$ cat src/ndpp_pkg.sv
`default_nettype none

package ndpp_pkg;

    // width of the op counter
    localparam int COUNT_WIDTH = 16;
    localparam logic [32:0] COUNT_MAX = (33'd1 << COUNT_WIDTH) - 33'd1;

    // queue between parser and record emitter
    localparam int QDEPTH = 4;
    localparam int QPTR_W = $clog2(QDEPTH);
    localparam int QCNT_W = $clog2(QDEPTH + 1);

    typedef logic [7:0]             byte_t;
    typedef logic [4:0]             kind_t;
    typedef logic [31:0]            len_t;
    typedef logic [15:0]            cap_t;
    typedef logic [15:0]            ocount_t;
    typedef logic [COUNT_WIDTH-1:0] ops_t;
    typedef logic [QPTR_W-1:0]      qptr_t;
    typedef logic [QCNT_W-1:0]      qcnt_t;

    // script opcodes
    localparam byte_t MARK_NULLDATA = 8'h6a;
    localparam byte_t OPC_LEN1      = 8'h4c;
    localparam byte_t OPC_LEN2      = 8'h4d;
    localparam byte_t OPC_LEN4      = 8'h4e;
    localparam byte_t OPC_SMALL_LO  = 8'h4f;
    localparam byte_t OPC_SMALL_HI  = 8'h60;

    // op kind codes in records
    localparam kind_t KIND_IMMEDIATE  = 5'd0;
    localparam kind_t KIND_PUSHDATA1  = 5'd1;
    localparam kind_t KIND_PUSHDATA2  = 5'd2;
    localparam kind_t KIND_PUSHDATA4  = 5'd3;
    localparam kind_t KIND_SMALL_BASE = 5'd4;

    localparam logic REC_OP  = 1'b0;
    localparam logic REC_END = 1'b1;

    // results caused by one input beat
    typedef struct packed {
        logic    has_op;
        kind_t   op_kind;
        len_t    push_length;
        logic    has_end;
        logic    is_null_data;
        ocount_t op_count;
    } entry_t;

    // queue status toward the parser
    typedef struct packed {
        logic full;
    } qstat_t;

endpackage

`default_nettype wire

$ cat src/ndpp_ifs.sv
`default_nettype none

interface ndpp_in_if;
    logic               valid;
    logic               ready;
    ndpp_pkg::byte_t    script_byte;
    logic               byte_present;
    logic               last_byte;

    modport source (output valid, script_byte, byte_present, last_byte, input ready);
    modport sink   (input valid, script_byte, byte_present, last_byte, output ready);
endinterface

interface ndpp_out_if;
    logic               valid;
    logic               ready;
    logic               record_type;
    ndpp_pkg::kind_t    op_kind;
    ndpp_pkg::len_t     push_length;
    logic               is_null_data;
    ndpp_pkg::ocount_t  op_count;
    logic               last_record;

    modport source (output valid, record_type, op_kind, push_length, is_null_data,
                    op_count, last_record, input ready);
    modport sink   (input valid, record_type, op_kind, push_length, is_null_data,
                    op_count, last_record, output ready);
endinterface

interface ndpp_cfg_if;
    logic               valid;
    logic               ready;
    ndpp_pkg::cap_t     op_capacity;

    modport source (output valid, op_capacity, input ready);
    modport sink   (input valid, op_capacity, output ready);
endinterface

`default_nettype wire

$ cat src/ndpp_front.sv
`default_nettype none

module ndpp_front (
    input  wire             clk,
    input  wire             rst_n,
    ndpp_in_if.sink         script_in,
    ndpp_cfg_if.sink        cfg_wr,
    input  ndpp_pkg::qstat_t qstat,
    output logic            push,
    output ndpp_pkg::entry_t push_entry
);
    import ndpp_pkg::*;

    typedef enum logic [2:0] {
        PH_FIRST,
        PH_OPCODE,
        PH_LEN,
        PH_SKIP,
        PH_DRAIN
    } phase_t;

    phase_t     phase_reg, phase_next;
    logic [2:0] lbl_reg, lbl_next;
    kind_t      kind_reg, kind_next;
    len_t       skip_reg, skip_next;
    ops_t       ops_reg, ops_next;
    cap_t       cap_reg;

    logic        accept;
    byte_t       b;
    logic [31:0] cap_lim;
    logic        ops_full;
    logic [2:0]  total;
    logic [1:0]  pos;
    entry_t      ent;

    assign cfg_wr.ready    = 1'b1;
    assign script_in.ready = !qstat.full;
    assign accept          = script_in.valid && !qstat.full;
    assign b               = script_in.script_byte;

    // capacity is the smaller of the register and the counter range
    assign cap_lim  = ({16'b0, cap_reg} < 32'(COUNT_MAX)) ? {16'b0, cap_reg}
                                                          : 32'(COUNT_MAX);
    assign ops_full = 32'(ops_reg) >= cap_lim;

    // byte position of the next length byte
    assign total = (kind_reg == KIND_PUSHDATA4) ? 3'd4 : 3'(kind_reg);
    assign pos   = 2'(total - lbl_reg);

    // parse step for one beat
    always_comb
    begin
        phase_next = phase_reg;
        lbl_next   = lbl_reg;
        kind_next  = kind_reg;
        skip_next  = skip_reg;
        ops_next   = ops_reg;
        ent        = '0;

        if (accept && script_in.byte_present)
        begin
            unique case (phase_reg)
                PH_FIRST:
                begin
                    phase_next = (b == MARK_NULLDATA) ? PH_OPCODE : PH_DRAIN;
                end
                PH_OPCODE:
                begin
                    if (ops_full || b > OPC_SMALL_HI)
                    begin
                        phase_next = PH_DRAIN;
                    end
                    else if (b < OPC_LEN1)
                    begin
                        ent.has_op      = 1'b1;
                        ent.op_kind     = KIND_IMMEDIATE;
                        ent.push_length = 32'(b);
                        ops_next        = ops_reg + 1'b1;
                        skip_next       = 32'(b);
                        phase_next      = (b != 8'd0) ? PH_SKIP : PH_OPCODE;
                    end
                    else if (b < OPC_SMALL_LO)
                    begin
                        kind_next  = 5'(b - OPC_LEN1) + KIND_PUSHDATA1;
                        lbl_next   = (b == OPC_LEN4) ? 3'd4
                                                     : 3'(b - OPC_LEN1) + 3'd1;
                        skip_next  = '0;
                        phase_next = PH_LEN;
                    end
                    else
                    begin
                        ent.has_op  = 1'b1;
                        ent.op_kind = 5'(b - OPC_SMALL_LO) + KIND_SMALL_BASE;
                        ops_next    = ops_reg + 1'b1;
                    end
                end
                PH_LEN:
                begin
                    skip_next = skip_reg | (32'(b) << {pos, 3'b000});
                    lbl_next  = lbl_reg - 3'd1;
                    if (lbl_next == 3'd0)
                    begin
                        ent.has_op      = 1'b1;
                        ent.op_kind     = kind_reg;
                        ent.push_length = skip_next;
                        ops_next        = ops_reg + 1'b1;
                        phase_next      = (skip_next != '0) ? PH_SKIP : PH_OPCODE;
                    end
                end
                PH_SKIP:
                begin
                    skip_next = skip_reg - 32'd1;
                    if (skip_next == '0)
                    begin
                        phase_next = PH_OPCODE;
                    end
                end
                PH_DRAIN:
                begin
                    phase_next = PH_DRAIN;
                end
                default:
                begin
                    phase_next = PH_DRAIN;
                end
            endcase
        end

        // end of script summary and clear
        if (accept && script_in.last_byte)
        begin
            ent.has_end      = 1'b1;
            ent.is_null_data = (phase_next == PH_OPCODE);
            ent.op_count     = (phase_next == PH_OPCODE) ? 16'(ops_next) : '0;
            phase_next       = PH_FIRST;
            lbl_next         = '0;
            kind_next        = '0;
            skip_next        = '0;
            ops_next         = '0;
        end
    end

    assign push       = accept && (ent.has_op || ent.has_end);
    assign push_entry = ent;

    // parser state and capacity register
    always_ff @(posedge clk or negedge rst_n)
    begin
        if (!rst_n)
        begin
            phase_reg <= PH_FIRST;
            lbl_reg   <= '0;
            kind_reg  <= '0;
            skip_reg  <= '0;
            ops_reg   <= '0;
            cap_reg   <= 16'hffff;
        end
        else
        begin
            phase_reg <= phase_next;
            lbl_reg   <= lbl_next;
            kind_reg  <= kind_next;
            skip_reg  <= skip_next;
            ops_reg   <= ops_next;
            if (cfg_wr.valid)
            begin
                cap_reg <= cfg_wr.op_capacity;
            end
        end
    end

endmodule

`default_nettype wire

$ cat src/ndpp_queue.sv
`default_nettype none

module ndpp_queue (
    input  wire               clk,
    input  wire               rst_n,
    input  wire               push,
    input  ndpp_pkg::entry_t  push_entry,
    output ndpp_pkg::qstat_t  qstat,
    input  wire               pop,
    output logic              head_valid,
    output ndpp_pkg::entry_t  head_entry
);
    import ndpp_pkg::*;

    entry_t mem_reg [QDEPTH];
    qptr_t  wr_ptr_reg, wr_ptr_next;
    qptr_t  rd_ptr_reg, rd_ptr_next;
    qcnt_t  cnt_reg, cnt_next;
    logic   do_pop;

    assign qstat.full = (cnt_reg == qcnt_t'(QDEPTH));
    assign head_valid = (cnt_reg != '0);
    assign head_entry = mem_reg[rd_ptr_reg];
    assign do_pop     = pop && head_valid;

    // pointer and fill count update
    always_comb
    begin
        wr_ptr_next = wr_ptr_reg;
        rd_ptr_next = rd_ptr_reg;
        cnt_next    = cnt_reg;
        if (push)
        begin
            wr_ptr_next = (wr_ptr_reg == qptr_t'(QDEPTH - 1)) ? '0 : wr_ptr_reg + 1'b1;
        end
        if (do_pop)
        begin
            rd_ptr_next = (rd_ptr_reg == qptr_t'(QDEPTH - 1)) ? '0 : rd_ptr_reg + 1'b1;
        end
        if (push && !do_pop)
        begin
            cnt_next = cnt_reg + 1'b1;
        end
        else if (do_pop && !push)
        begin
            cnt_next = cnt_reg - 1'b1;
        end
    end

    always_ff @(posedge clk or negedge rst_n)
    begin
        if (!rst_n)
        begin
            wr_ptr_reg <= '0;
            rd_ptr_reg <= '0;
            cnt_reg    <= '0;
        end
        else
        begin
            wr_ptr_reg <= wr_ptr_next;
            rd_ptr_reg <= rd_ptr_next;
            cnt_reg    <= cnt_next;
        end
    end

    // entry storage
    always_ff @(posedge clk)
    begin
        if (push)
        begin
            mem_reg[wr_ptr_reg] <= push_entry;
        end
    end

endmodule

`default_nettype wire

$ cat src/ndpp_back.sv
`default_nettype none

module ndpp_back (
    input  wire              clk,
    input  wire              rst_n,
    input  wire              head_valid,
    input  ndpp_pkg::entry_t head_entry,
    output logic             pop,
    ndpp_out_if.source       record_out
);
    import ndpp_pkg::*;

    logic    out_valid_reg;
    logic    rec_type_reg;
    kind_t   kind_reg;
    len_t    len_reg;
    logic    null_reg;
    ocount_t count_reg;
    logic    last_reg;

    // summary still owed after an op record
    logic    pend_end_reg;
    logic    pend_null_reg;
    ocount_t pend_count_reg;

    logic    can_load;

    assign can_load = !out_valid_reg || record_out.ready;
    assign pop      = can_load && !pend_end_reg && head_valid;

    assign record_out.valid        = out_valid_reg;
    assign record_out.record_type  = rec_type_reg;
    assign record_out.op_kind      = kind_reg;
    assign record_out.push_length  = len_reg;
    assign record_out.is_null_data = null_reg;
    assign record_out.op_count     = count_reg;
    assign record_out.last_record  = last_reg;

    // control: output valid and pending summary
    always_ff @(posedge clk or negedge rst_n)
    begin
        if (!rst_n)
        begin
            out_valid_reg <= 1'b0;
            pend_end_reg  <= 1'b0;
        end
        else if (can_load)
        begin
            if (pend_end_reg)
            begin
                out_valid_reg <= 1'b1;
                pend_end_reg  <= 1'b0;
            end
            else if (head_valid)
            begin
                out_valid_reg <= 1'b1;
                pend_end_reg  <= head_entry.has_op && head_entry.has_end;
            end
            else
            begin
                out_valid_reg <= 1'b0;
            end
        end
    end

    // output beat payload
    always_ff @(posedge clk)
    begin
        if (can_load)
        begin
            if (pend_end_reg)
            begin
                rec_type_reg <= REC_END;
                kind_reg     <= '0;
                len_reg      <= '0;
                null_reg     <= pend_null_reg;
                count_reg    <= pend_count_reg;
                last_reg     <= 1'b1;
            end
            else if (head_valid)
            begin
                pend_null_reg  <= head_entry.is_null_data;
                pend_count_reg <= head_entry.op_count;
                if (head_entry.has_op)
                begin
                    rec_type_reg <= REC_OP;
                    kind_reg     <= head_entry.op_kind;
                    len_reg      <= head_entry.push_length;
                    null_reg     <= 1'b0;
                    count_reg    <= '0;
                    last_reg     <= !head_entry.has_end;
                end
                else
                begin
                    rec_type_reg <= REC_END;
                    kind_reg     <= '0;
                    len_reg      <= '0;
                    null_reg     <= head_entry.is_null_data;
                    count_reg    <= head_entry.op_count;
                    last_reg     <= 1'b1;
                end
            end
        end
    end

endmodule

`default_nettype wire

$ cat src/nulldata_script_push_parser.sv
// Null-data output script push parser.
// script_in carries one script byte per beat (byte_present, last_byte marks
// the final beat; an empty script is one beat with no byte and last_byte set).
// record_out gives one op record per push op once its length is known, and a
// summary record after the last beat with is_null_data and op_count.
// last_record is set on the final record caused by an input beat.
// cfg_wr writes op_capacity (reset 65535); write only while the block is idle.
// Throughput: one input beat per cycle while script_in.ready is high; a beat
// that causes both an op record and the summary gives the op record first.
// The first record of a beat is registered into the four-entry queue and then
// into the output register, and a record_out stall can hold it in between;
// the parser classifies the beat in its accept cycle.
// When record_out stalls the queue fills and script_in.ready drops once it
// holds four entries; nothing is dropped. Reset clears the parser state, the
// queue and the output register, and sets op_capacity to 65535.
`default_nettype none

module nulldata_script_push_parser (
    input  wire         clk,
    input  wire         rst_n,
    ndpp_in_if.sink     script_in,
    ndpp_cfg_if.sink    cfg_wr,
    ndpp_out_if.source  record_out
);
    import ndpp_pkg::*;

    qstat_t qstat;
    logic   push;
    entry_t push_entry;
    logic   pop;
    logic   head_valid;
    entry_t head_entry;

    // parser: accepts and classifies beats
    ndpp_front u_front (
        .clk        (clk),
        .rst_n      (rst_n),
        .script_in  (script_in),
        .cfg_wr     (cfg_wr),
        .qstat      (qstat),
        .push       (push),
        .push_entry (push_entry)
    );

    // queue between parser and emitter
    ndpp_queue u_queue (
        .clk        (clk),
        .rst_n      (rst_n),
        .push       (push),
        .push_entry (push_entry),
        .qstat      (qstat),
        .pop        (pop),
        .head_valid (head_valid),
        .head_entry (head_entry)
    );

    // emitter: serializes records onto the output
    ndpp_back u_back (
        .clk        (clk),
        .rst_n      (rst_n),
        .head_valid (head_valid),
        .head_entry (head_entry),
        .pop        (pop),
        .record_out (record_out)
    );

endmodule

`default_nettype wire
$ cat src/flat_wrapper.sv
// flat-port wrapper written by rule: the top's interface ports become plain ports
module nulldata_script_push_parser_flat import ndpp_pkg::*;
  (clk, rst_n, script_in_valid, script_in_script_byte, script_in_byte_present, script_in_last_byte, script_in_ready, cfg_wr_valid, cfg_wr_op_capacity, cfg_wr_ready, record_out_valid, record_out_record_type, record_out_op_kind, record_out_push_length, record_out_is_null_data, record_out_op_count, record_out_last_record, record_out_ready);
  ndpp_in_if script_in_i ();
  ndpp_cfg_if cfg_wr_i ();
  ndpp_out_if record_out_i ();
  input  wire clk;
  input  wire rst_n;
  input wire logic [$bits(script_in_i.valid)-1:0] script_in_valid;
  input wire logic [$bits(script_in_i.script_byte)-1:0] script_in_script_byte;
  input wire logic [$bits(script_in_i.byte_present)-1:0] script_in_byte_present;
  input wire logic [$bits(script_in_i.last_byte)-1:0] script_in_last_byte;
  output wire logic [$bits(script_in_i.ready)-1:0] script_in_ready;
  input wire logic [$bits(cfg_wr_i.valid)-1:0] cfg_wr_valid;
  input wire logic [$bits(cfg_wr_i.op_capacity)-1:0] cfg_wr_op_capacity;
  output wire logic [$bits(cfg_wr_i.ready)-1:0] cfg_wr_ready;
  output wire logic [$bits(record_out_i.valid)-1:0] record_out_valid;
  output wire logic [$bits(record_out_i.record_type)-1:0] record_out_record_type;
  output wire logic [$bits(record_out_i.op_kind)-1:0] record_out_op_kind;
  output wire logic [$bits(record_out_i.push_length)-1:0] record_out_push_length;
  output wire logic [$bits(record_out_i.is_null_data)-1:0] record_out_is_null_data;
  output wire logic [$bits(record_out_i.op_count)-1:0] record_out_op_count;
  output wire logic [$bits(record_out_i.last_record)-1:0] record_out_last_record;
  input wire logic [$bits(record_out_i.ready)-1:0] record_out_ready;
  assign script_in_i.valid = script_in_valid;
  assign script_in_i.script_byte = script_in_script_byte;
  assign script_in_i.byte_present = script_in_byte_present;
  assign script_in_i.last_byte = script_in_last_byte;
  assign script_in_ready = script_in_i.ready;
  assign cfg_wr_i.valid = cfg_wr_valid;
  assign cfg_wr_i.op_capacity = cfg_wr_op_capacity;
  assign cfg_wr_ready = cfg_wr_i.ready;
  assign record_out_valid = record_out_i.valid;
  assign record_out_record_type = record_out_i.record_type;
  assign record_out_op_kind = record_out_i.op_kind;
  assign record_out_push_length = record_out_i.push_length;
  assign record_out_is_null_data = record_out_i.is_null_data;
  assign record_out_op_count = record_out_i.op_count;
  assign record_out_last_record = record_out_i.last_record;
  assign record_out_i.ready = record_out_ready;
  nulldata_script_push_parser u_core (.clk(clk), .rst_n(rst_n), .script_in(script_in_i), .cfg_wr(cfg_wr_i), .record_out(record_out_i));
endmodule
$ cat config.mk
export PLATFORM = sky130hd
export DESIGN_NAME = nulldata_script_push_parser_flat
export DESIGN_NICKNAME = d
export VERILOG_FILES = /design/src/ndpp_pkg.sv /design/src/ndpp_ifs.sv /design/src/ndpp_front.sv /design/src/ndpp_queue.sv /design/src/ndpp_back.sv /design/src/nulldata_script_push_parser.sv /design/src/flat_wrapper.sv
export SDC_FILE = /design/constraint.sdc
export NUM_CORES = 1
export LEC_CHECK = 0
export BUFFER_PORTS_ARGS = -buffer_cell sky130_fd_sc_hd__buf_4
export CORE_UTILIZATION = 30
export CTS_BUF_LIST = sky130_fd_sc_hd__clkbuf_2 sky130_fd_sc_hd__clkbuf_4 sky130_fd_sc_hd__clkbuf_8
export DETAILED_ROUTE_END_ITERATION = 6
export PLACE_DENSITY = 0.55
export SLEW_MARGIN = 20
export SYNTH_ARGS = -nofsm -noshare
export SYNTH_HDL_FRONTEND = slang
export SYNTH_SLANG_ARGS = --single-unit
$ cat constraint.sdc
create_clock -name clk -period 12.3 [get_ports clk]
set_clock_uncertainty 0.2 [all_clocks]
set_input_delay 1.23 -clock clk [delete_from_list [all_inputs] [get_ports clk]]
set_output_delay 1.23 -clock clk [all_outputs]
set_load 0.005 [all_outputs]
==> results.toml, run 1 <==
[pwr]
clock_power_share = 0.256
comb_power_share = 0.333
p_leak_nw = 7.22
p_sw_w = 0.00171
p_seq_frac = 0.411
internal_power_w = 0.00307
swShare = 0.357
ir_worst_vdd_mv = 0.106
power_density_nw_per_um2 = 233

[synth]
synth_top_area_cell = "edfxtp_1"
synthDistinctLibCells = 84
synth_area_um2 = 17700
synthArstFlopShare = 0.220
syn_inst = 1364
yosysSeqAreaShare = 0.625
synth_area_leaders = "edfxtp_1, dfrtp_1, mux4_2, nor2_1, a21oi_1"
ys_warn_count = 0
ys_ff_latch = 381
synth_top_area_share = 0.505
syn_nets = 1430
synth_ff_type = "edfxtp_1"
avgSynthCellArea_um2 = 12.9
synth_edf_count = 297

[routing]
vias = 11600
drc = 0
drtIter0Drc = 895
antenna_left = 0
viasPerCell = 5.10
wl_per_cell_um = 20.4
firstDrtPassIters = 7
wl_um = 46400

[critical_path]
critPathMaxFanout = 56
critPathMaxStageDelay_ns = 0.63
crit_type = "in2reg"
worst-path-buf-inv = 4
cp-end-kind = "register"
cp.required_ns = 12.34
crit_chain = "buf_4, inv_1, ha_1, nand3b_1, a311oi_1, o21ai_1, nor2_1, a21o_1, nand2_1, inv_1, o211a_1, and2_2, buf_4"
cp.arrival_ns = 4.54
critPathLaunchType = "input pin"
cpLargestDelayFamily = "buffers and inverters"
r2r_slack_ns = 7.96
cp_slowest_cell = "buf_4"

[finish]
num-nets-final = 1517
layout_common_cells = "edfxtp_1, nor2_1, buf_4, nand2_1, a21oi_1"
largest_reg_flops = 224
area_growth_pct = 16.1
layout_commonest_cell = "edfxtp_1"
drive_gt1_frac = 0.227

[global_route]
grt_pass1_vias = 11600
grt_max_degree = 57
grt_overflow = 0
track_usage = 0.156
grt_pass1_wl_um = 71100
antenna_found_initial = 2

[placement]
io_buffers = 88
preCtsSetupSlack_ns = 7.21
hpwl_um = 30600
place_congestion = 0.928

[clock_tree]
clock_sinks = 381
post_cts_resized = 0
cts_tree = "yes"
clk_path_buf_depth = 3
clock_latency_ns = 0.64
cts_made_buffers = 69
clkTransAtPathRegs_ns = 0.06
ctsHoldBuffers = 0
post-cts-setup-buffers = 0
root_buffer = "clkbuf_8"
htreeDepth = 3

[floorplan]
die_h_um = 245
start_util = 0.305
num_rows = 88
die_w_um = 245
dieArea_um2 = 59800
fp.coreArea_um2 = 57900
ioPinCount = 90

[status]
run_status = "complete, no violations"

[sta]
timing.final.ws_setup_ns = 7.80
setup_viol = 0
final_max_slew_viol_count = 0
rsz0062_at_grt = "no"
worst_pin_slew_ns = 1.12
fmax_ghz = 0.222
post-route-period-util = 0.366
setup_tns_ns = 0
finalHoldViolations = 0
relSlewSlack = 0.250
finalCriticalPeriod_ns = 4.50

[job]
cap_violations = 0

[min_path]
hp-class = "reg2reg"
power groups by stage:
stage	Clock, W	Sequential (W)	Combinational (W)
4_1_cts	0.00127	0.00196	0.00162
2_1_floorplan	0	0.00186	0.00112
6_report	0.00122	0.00196	0.00159
3_5_place_dp	0	0.00199	0.00161
3_3_place_gp	0	0.00198	0.00161
5_1_grt	0.00132	0.00200	0.00175
layer usage:
| layer | GRT usage | up-vias | part of all wire |
|---|---|---|---|
| met3 | 0.0300 | 115 | 0.066 |
| met4 | 0.0699 | 0 | 0.034 |
| met1 | 0.225 | 5738 | 0.47 |
| met2 | 0.227 | 421 | 0.44 |
| met5 | 0 | - | 0 |
| li1 | - | 5315 | - |
cells in the mapped netlist, types with 3 or more instances:
master	count
a211oi_1	12
a21o_1	6
a21oi_1	88
a221oi_1	3
a22oi_1	28
a311o_1	5
a311oi_1	5
a31oi_1	7
and2_1	8
and3_1	5
and4_1	3
buf_1	6
buf_2	7
buf_6	4
clkbuf_1	75
dfrtp_1	68
dfstp_2	16
edfxtp_1	297
ha_1	34
inv_1	39
mux2_2	9
mux2i_1	6
mux4_2	55
nand2_1	99
nand2b_1	10
nand3_1	23
nand4_1	16
nor2_1	134
nor2_2	9
nor2b_1	43
nor3_1	33
nor3b_1	5
nor4_1	15
o211ai_1	13
o21ai_0	70
o21ai_1	3
o22a_1	4
o22ai_1	3
or2_2	3
or3_1	6
or4_1	5
xnor2_1	18
xor2_1	12
worst register-to-register path: stages, from the launching register on:
cell and delay, ns:
dfrtp_2 0.33, buf_4 0.44, inv_1 0.36, nor3_1 0.25
buf_4 0.24, nand2_1 0.07, nor2_1 0.22, a21o_1 0.33
nand2_1 0.16, inv_1 0.19, o211a_1 0.27, and2_2 0.17
buf_4 0.63
area by class of cell:
cell class	count	area, um^2
multi-input combinational	849	6100
clock buffer	93	1160
inverter	40	150
antenna	1	2.50
timing repair buffer	110	826
fill	5719	37400
tap	765	957
sequential	381	11000
clock inverter	32	254
metrics by stage:
step,std cells,utilization,hold slack (ns),total power [W],cell area [um^2]
floorplan,1364,-,0.277,0.00298,17700
global placement,2145,0.329,0.303,0.00359,19100
detailed placement,2145,0.329,0.294,0.00360,19100
CTS,2270,0.354,0.306,0.00485,20500
global route,2271,0.354,0.326,0.00507,20500
finish,2271,0.354,0.299,0.00478,20500
worst paths after layout:
| check | startpoint | to | depth (start not counted) |
|---|---|---|---|
| setup / recovery | script_in_script_byte[0] | u_core.u_queue.mem_reg[3][32] | 13 |
| hold / removal | u_core.u_front.cap_reg[6] | u_core.u_front.cap_reg[6] | 2 |
| setup reg to reg | u_core.u_front.phase_reg[0] | u_core.u_queue.mem_reg[3][32] | 12 |
| hold reg to reg | u_core.u_front.cap_reg[6] | u_core.u_front.cap_reg[6] | 2 |
| max in group asynchronous | rst_n | u_core.u_queue.rd_ptr_reg[0] | 2 |
| min in group asynchronous | rst_n | u_core.u_front.skip_reg[1] | 1 |
logic make-up after synthesis:
logic type,count (synthesis),synth area share
AND/OR/NAND/NOR,436,0.125
flip-flops,381,0.625
AO/OA/AOI/OAI,276,0.0986
buffers and inverters,134,0.0310
multiplexers,70,0.0793
adder cells (fa/ha/maj),35,0.0252
XOR/XNOR,31,0.0158
other,1,0.000212
Note: power is estimated with default switching activity, not from simulation.
==> run 2: changes to the inputs <==
Settings changed: PLACE_DENSITY 0.55 to 0.56.
Clock period 12.3 ns to 3.8 ns, I/O delays scaled along.
==> run 2 against run 1 <==
Net effect: the run now ends with design-rule violations left; largest cell class unchanged; final area is 5.0% higher; total power grew to 3.3 times the previous value; sequential power grew to 3.2 times the previous value; setup slack worse by 7.7 ns; critical endpoint is now u_core.u_queue.mem_reg[1][15]; first-iteration DRC count is 16% higher; critical path type is now reg2reg; via count is 3.7% higher.
==> results.toml, run 2 (same netlist as run 1, synthesis figures left out) <==
[pwr]
p_sw_w = 0.00543
ir_worst_vdd_mv = 0.262
power_density_nw_per_um2 = 725
clock_power_share = 0.242
p_leak_nw = 7.73
internal_power_w = 0.0102
p_seq_frac = 0.402
swShare = 0.348
comb_power_share = 0.357

[critical_path]
crit_chain = "inv_1, ha_1, or4b_1, buf_4, nor4_4, a21oi_1, a211oi_2, nand4_1, nor4_2, buf_4, o211ai_4, buf_12, nor2_1"
cp-end-kind = "register"
worst_r2r_endpoint = "u_core.u_queue.mem_reg[1][15]"
cp.arrival_ns = 3.96
r2r-start = "u_core.u_front.skip_reg[1]"
cp-endpoint = "u_core.u_queue.mem_reg[1][15]"
crit_type = "reg2reg"
cp_common_cell = "buf_4"
cp_slowest_cell = "dfrtp_1"
critPathLaunchType = "register"
critPathLaunch = "u_core.u_front.skip_reg[1]"
worstRegToRegCells = 13
critPathMaxStageDelay_ns = 0.48
r2r_slack_ns = 0.10
cp.required_ns = 4.06
critPathMaxFanout = 17

[floorplan]
start_util = 0.305
fp.coreArea_um2 = 57900
die_h_um = 245
dieArea_um2 = 59800
die_w_um = 245
ioPinCount = 90
num_rows = 88

[placement]
place_congestion = 0.867
dp_cells = 2210
dpl_cell_area_um2 = 19700
io_buffers = 88
hpwl_um = 32600

[finish]
area_growth_pct = 21.9
num-nets-final = 1625
layout_common_cells = "edfxtp_1, buf_4, nor2_1, nand2_1, a21oi_1"
instances_no_fill = 2378
final_cell_area_um2 = 21500
layout_commonest_cell = "edfxtp_1"
largest_reg_flops = 224
drive_gt1_frac = 0.248

[clock_tree]
clock_latency_ns = 0.67
root_buffer = "clkbuf_8"
clkTransAtPathRegs_ns = 0.07
cts_made_buffers = 61
clock_sinks = 381
cts_tree = "yes"
clk_path_buf_depth = 3
htreeDepth = 2

[sta]
setup_viol = 0
final_max_slew_viol_count = 0
worst_pin_slew_ns = 0.771
post-route-period-util = 0.973
rsz0062_at_grt = "no"
finalHoldViolations = 0
whs_ns = 0.0707
relSlewSlack = 0.486
setup_tns_ns = 0
finalCriticalPeriod_ns = 3.70
fmax_ghz = 0.270

[global_route]
grt_pass1_wl_um = 73600
grt_max_degree = 50
grt_overflow = 0
antenna_found_initial = 1
track_usage = 0.160
grt_pass1_vias = 12100

[routing]
wl_um = 47500
vias = 12000
drc = 1
antenna_left = 0
drtIter0Drc = 1035
wl_per_cell_um = 20.0
viasPerCell = 5.05
firstDrtPassIters = 7

[min_path]
hp-class = "in2reg"

[status]
run_status = "complete, but fails checks"
violations = "design-rule violations"

[job]
cap_violations = 0
[run 2: layer usage]
layer,GRT usage,up-vias,share of wire
met4,0.0494,0,0.023
met2,0.249,383,0.46
li1,-,5518,-
met1,0.225,6042,0.46
met3,0.0286,74,0.056
met5,0,-,0
[run 2: timing repair]
action                     in CTS  in global routing
gates resized for setup         0                  4
hold endpoints to repair       67                  0
hold buffers                   51                  0
setup endpoints to repair       0                 13
setup buffers                   0                  0
[run 2: worst min-delay path by stage]
stage                             startpoint                         end  slack, ns  cells after the start
finish                   script_in_last_byte  u_core.u_front.kind_reg[4]       0.07                      5
global route        script_in_script_byte[5]  u_core.u_front.skip_reg[5]       0.06                      3
CTS                      script_in_last_byte  u_core.u_front.kind_reg[4]       0.03                      5
detailed placement                     rst_n   u_core.u_front.ops_reg[4]       0.30                      1
global placement                       rst_n   u_core.u_queue.cnt_reg[0]       0.28                      1
floorplan                              rst_n  u_core.u_back.pend_end_reg      -0.12                      0
[run 2: power by group through the flow]
stage                     clock network (W)  logic (W)  registers (W)
final                               0.00377    0.00556        0.00627
after global routing                0.00405    0.00609        0.00638
after CTS                           0.00389    0.00562        0.00629
after detailed placement                  0    0.00555        0.00637
after global placement                    0    0.00554        0.00634
after floorplan                           0    0.00361        0.00602
[run 2: stage by stage]
step	total power, W	util	worst slack [ns]
floorplan	0.00964	-	0.00299
global placement	0.0119	0.340	0.165
detailed placement	0.0119	0.340	0.182
CTS	0.0158	0.371	0.113
global route	0.0165	0.372	0.0187
finish	0.0156	0.372	0.102
[run 2: final cells by class]
class	instances	area (um^2)
Fill cell	5604	36400
Clock buffer	87	1100
Antenna cell	1	2.50
Multi-Input combinational cell	849	6100
Timing Repair Buffer	226	1940
Inverter	40	150
Clock inverter	29	235
Sequential cell	381	11000
Tap cell	765	957
[run 2: critical path: cells and delay by family, from the launching register on]
| kind | cells | cell delay [ns] |
|---|---|---|
| and+or+nand+nor | 5 | 1.40 |
| buffers and inverters | 4 | 0.71 |
| DFF | 1 | 0.48 |
| adders and majority gates | 1 | 0.18 |
| AOI/OAI and AO/OA | 3 | 0.46 |
==> run 3: changes to the inputs <==
Settings changed: PLACE_DENSITY 0.56 to 0.55, RECOVER_POWER set to 25.
Clock period 3.8 ns to 4.6 ns, I/O delays scaled along.
==> run 3 against run 2 <==
Net effect: the run ends with max-capacitance violations, max-slew violations left; final cell count decreased by 2.1%; setup slack improved by 0.48 ns; critical path type unchanged; maximum frequency decreased by 7.9%; largest power group unchanged; non-clock buffer count decreased by 54; sequential share of layout area increased by 1.4 points; first-iteration DRC count decreased by 13%; die area unchanged.
==> results.toml, run 3 (same netlist as run 1, synthesis figures left out) <==
[status]
run_status = "complete, but fails checks"
violations = "max-capacitance violations, max-slew violations"

[sta]
worst_pin_slew_ns = 1.90
relSlewSlack = -0.266
timing.final.ws_setup_ns = 0.586
whs_ns = 0.0659
setup_tns_ns = 0
finalCriticalPeriod_ns = 4.01
fmax_ghz = 0.249
finalHoldViolations = 0
setup_viol = 0
post-route-period-util = 0.873
final_max_slew_viol_count = 88
rsz0062_at_grt = "no"

[finish]
layout_common_cells = "edfxtp_1, nor2_1, nand2_1, a21oi_1, clkbuf_8"
largest_reg_flops = 224
area_growth_pct = 18.7
layout_commonest_cell = "edfxtp_1"
num-nets-final = 1576
drive_gt1_frac = 0.214

[critical_path]
crit_type = "reg2reg"
cp_slowest_cell = "or4b_1"
cp_common_cell = "nor2_1"
critPathMaxStageDelay_ns = 0.70
critPathMaxFanout = 17
cp-end-kind = "register"
cp.arrival_ns = 4.13
cp.required_ns = 4.71
critPathLaunchType = "register"
crit_chain = "inv_1, ha_1, or4b_1, or3_1, a2111oi_2, nor3_1, nor2_1, nor4_2, o211ai_4, nor2_1"

[clock_tree]
root_buffer = "clkbuf_8"
cts_made_buffers = 66
clkTransAtPathRegs_ns = 0.06
clock_sinks = 381
htreeDepth = 3
clock_latency_ns = 0.66
clk_path_buf_depth = 3
cts_tree = "yes"

[routing]
vias = 11800
wl_per_cell_um = 20.1
viasPerCell = 5.09
antenna_left = 0
drtIter0Drc = 901
drc = 0
wl_um = 46800
firstDrtPassIters = 7

[global_route]
grt_pass1_wl_um = 72500
grtUsageMet2 = 0.246
grt_max_degree = 58
grt.busiest_layer = "met2"
met3_usage = 0.0328
grt_pass1_vias = 12100
track_usage = 0.158
use_met1 = 0.218
antenna_found_initial = 1
grt_overflow = 0

[pwr]
p_seq_frac = 0.409
power_density_nw_per_um2 = 601
ir_worst_vdd_mv = 0.270
swShare = 0.357
clock_power_share = 0.246
comb_power_share = 0.345
p_leak_nw = 7.36
p_sw_w = 0.00450
internal_power_w = 0.00810

[floorplan]
ioPinCount = 90
start_util = 0.305
num_rows = 88
dieArea_um2 = 59800
die_w_um = 245
die_h_um = 245
fp.coreArea_um2 = 57900

[placement]
preCtsSetupSlack_ns = 0.604
hpwl_um = 30400
place_congestion = 0.880
io_buffers = 88

[min_path]
hp-class = "in2reg"

[job]
cap_violations = 2
-- run 3: cell types whose count changed in the layout (fill, tap and decap cells not counted), sizes merged --
cell	before	now
clkinvlp	3	6
clkinv	22	24
dlygate4sd3	51	44
clkbuf	87	159
inv	40	43
buf	175	54
bufinv	4	2
-- run 3: area by class of cell --
class | count | area (um^2)
clock inverters | 35 | 230
diodes | 1 | 2.50
fillers | 5703 | 36900
inverters | 40 | 150
flip-flops and latches | 381 | 11000
clock buffers | 85 | 1090
multi-input cells | 849 | 6090
repair buffers | 172 | 1400
well taps | 765 | 957
-- run 3: worst paths after layout --
check,end,from,slack (ns),depth (start not counted)
setup / recovery,u_core.u_queue.mem_reg[2][4],u_core.u_front.skip_reg[0],0.59,10
hold / removal,u_core.u_front.skip_reg[10],script_in_script_byte[2],0.07,4
setup reg to reg,u_core.u_queue.mem_reg[2][4],u_core.u_front.skip_reg[0],0.59,10
hold reg to reg,u_core.u_queue.cnt_reg[2],u_core.u_queue.cnt_reg[2],0.31,1
max in group asynchronous,u_core.u_front.ops_reg[14],rst_n,1.70,3
min in group asynchronous,u_core.u_front.skip_reg[27],rst_n,0.25,2
-- run 3: timing repair --
action                    in CTS  in global routing
hold endpoints to repair      57                  0
gates resized for setup        0                  0
buffers inserted               0                  0
hold buffers                  44                  0
-- run 3: metal layers --
layer | share of wire | vias up
met5 | 0 | -
met4 | 0.022 | 0
met3 | 0.063 | 76
met2 | 0.46 | 383
met1 | 0.45 | 5947
li1 | - | 5439
-- run 3: worst max-delay path, delay by kind of cell, from the launching register on --
kind / cells / cell delay, ns
DFF: 1 / 0.49
adders and majority gates: 1 / 0.32
buffers and inverters: 1 / 0.10
and+or+nand+nor: 6 / 1.59
AOI/OAI and AO/OA: 2 / 0.97
-- run 3: power groups by stage --
stage	clock, W	sequential, W	combinational [W]
CTS	0.00320	0.00515	0.00444
detailed placement	0	0.00521	0.00439
global placement	0	0.00519	0.00438
floorplan	0	0.00498	0.00298
finish	0.00310	0.00515	0.00435
global route	0.00333	0.00524	0.00480
-- run 3: through the flow --
step | total power (W) | utilization | std cells | instance area (um^2)
3_3_place_gp | 0.00957 | 0.333 | 2163 | 19300
4_1_cts | 0.0128 | 0.363 | 2327 | 21000
5_1_grt | 0.0134 | 0.362 | 2328 | 21000
6_report | 0.0126 | 0.362 | 2328 | 21000
2_1_floorplan | 0.00797 | - | 1364 | 17700
3_5_place_dp | 0.00961 | 0.333 | 2163 | 19300
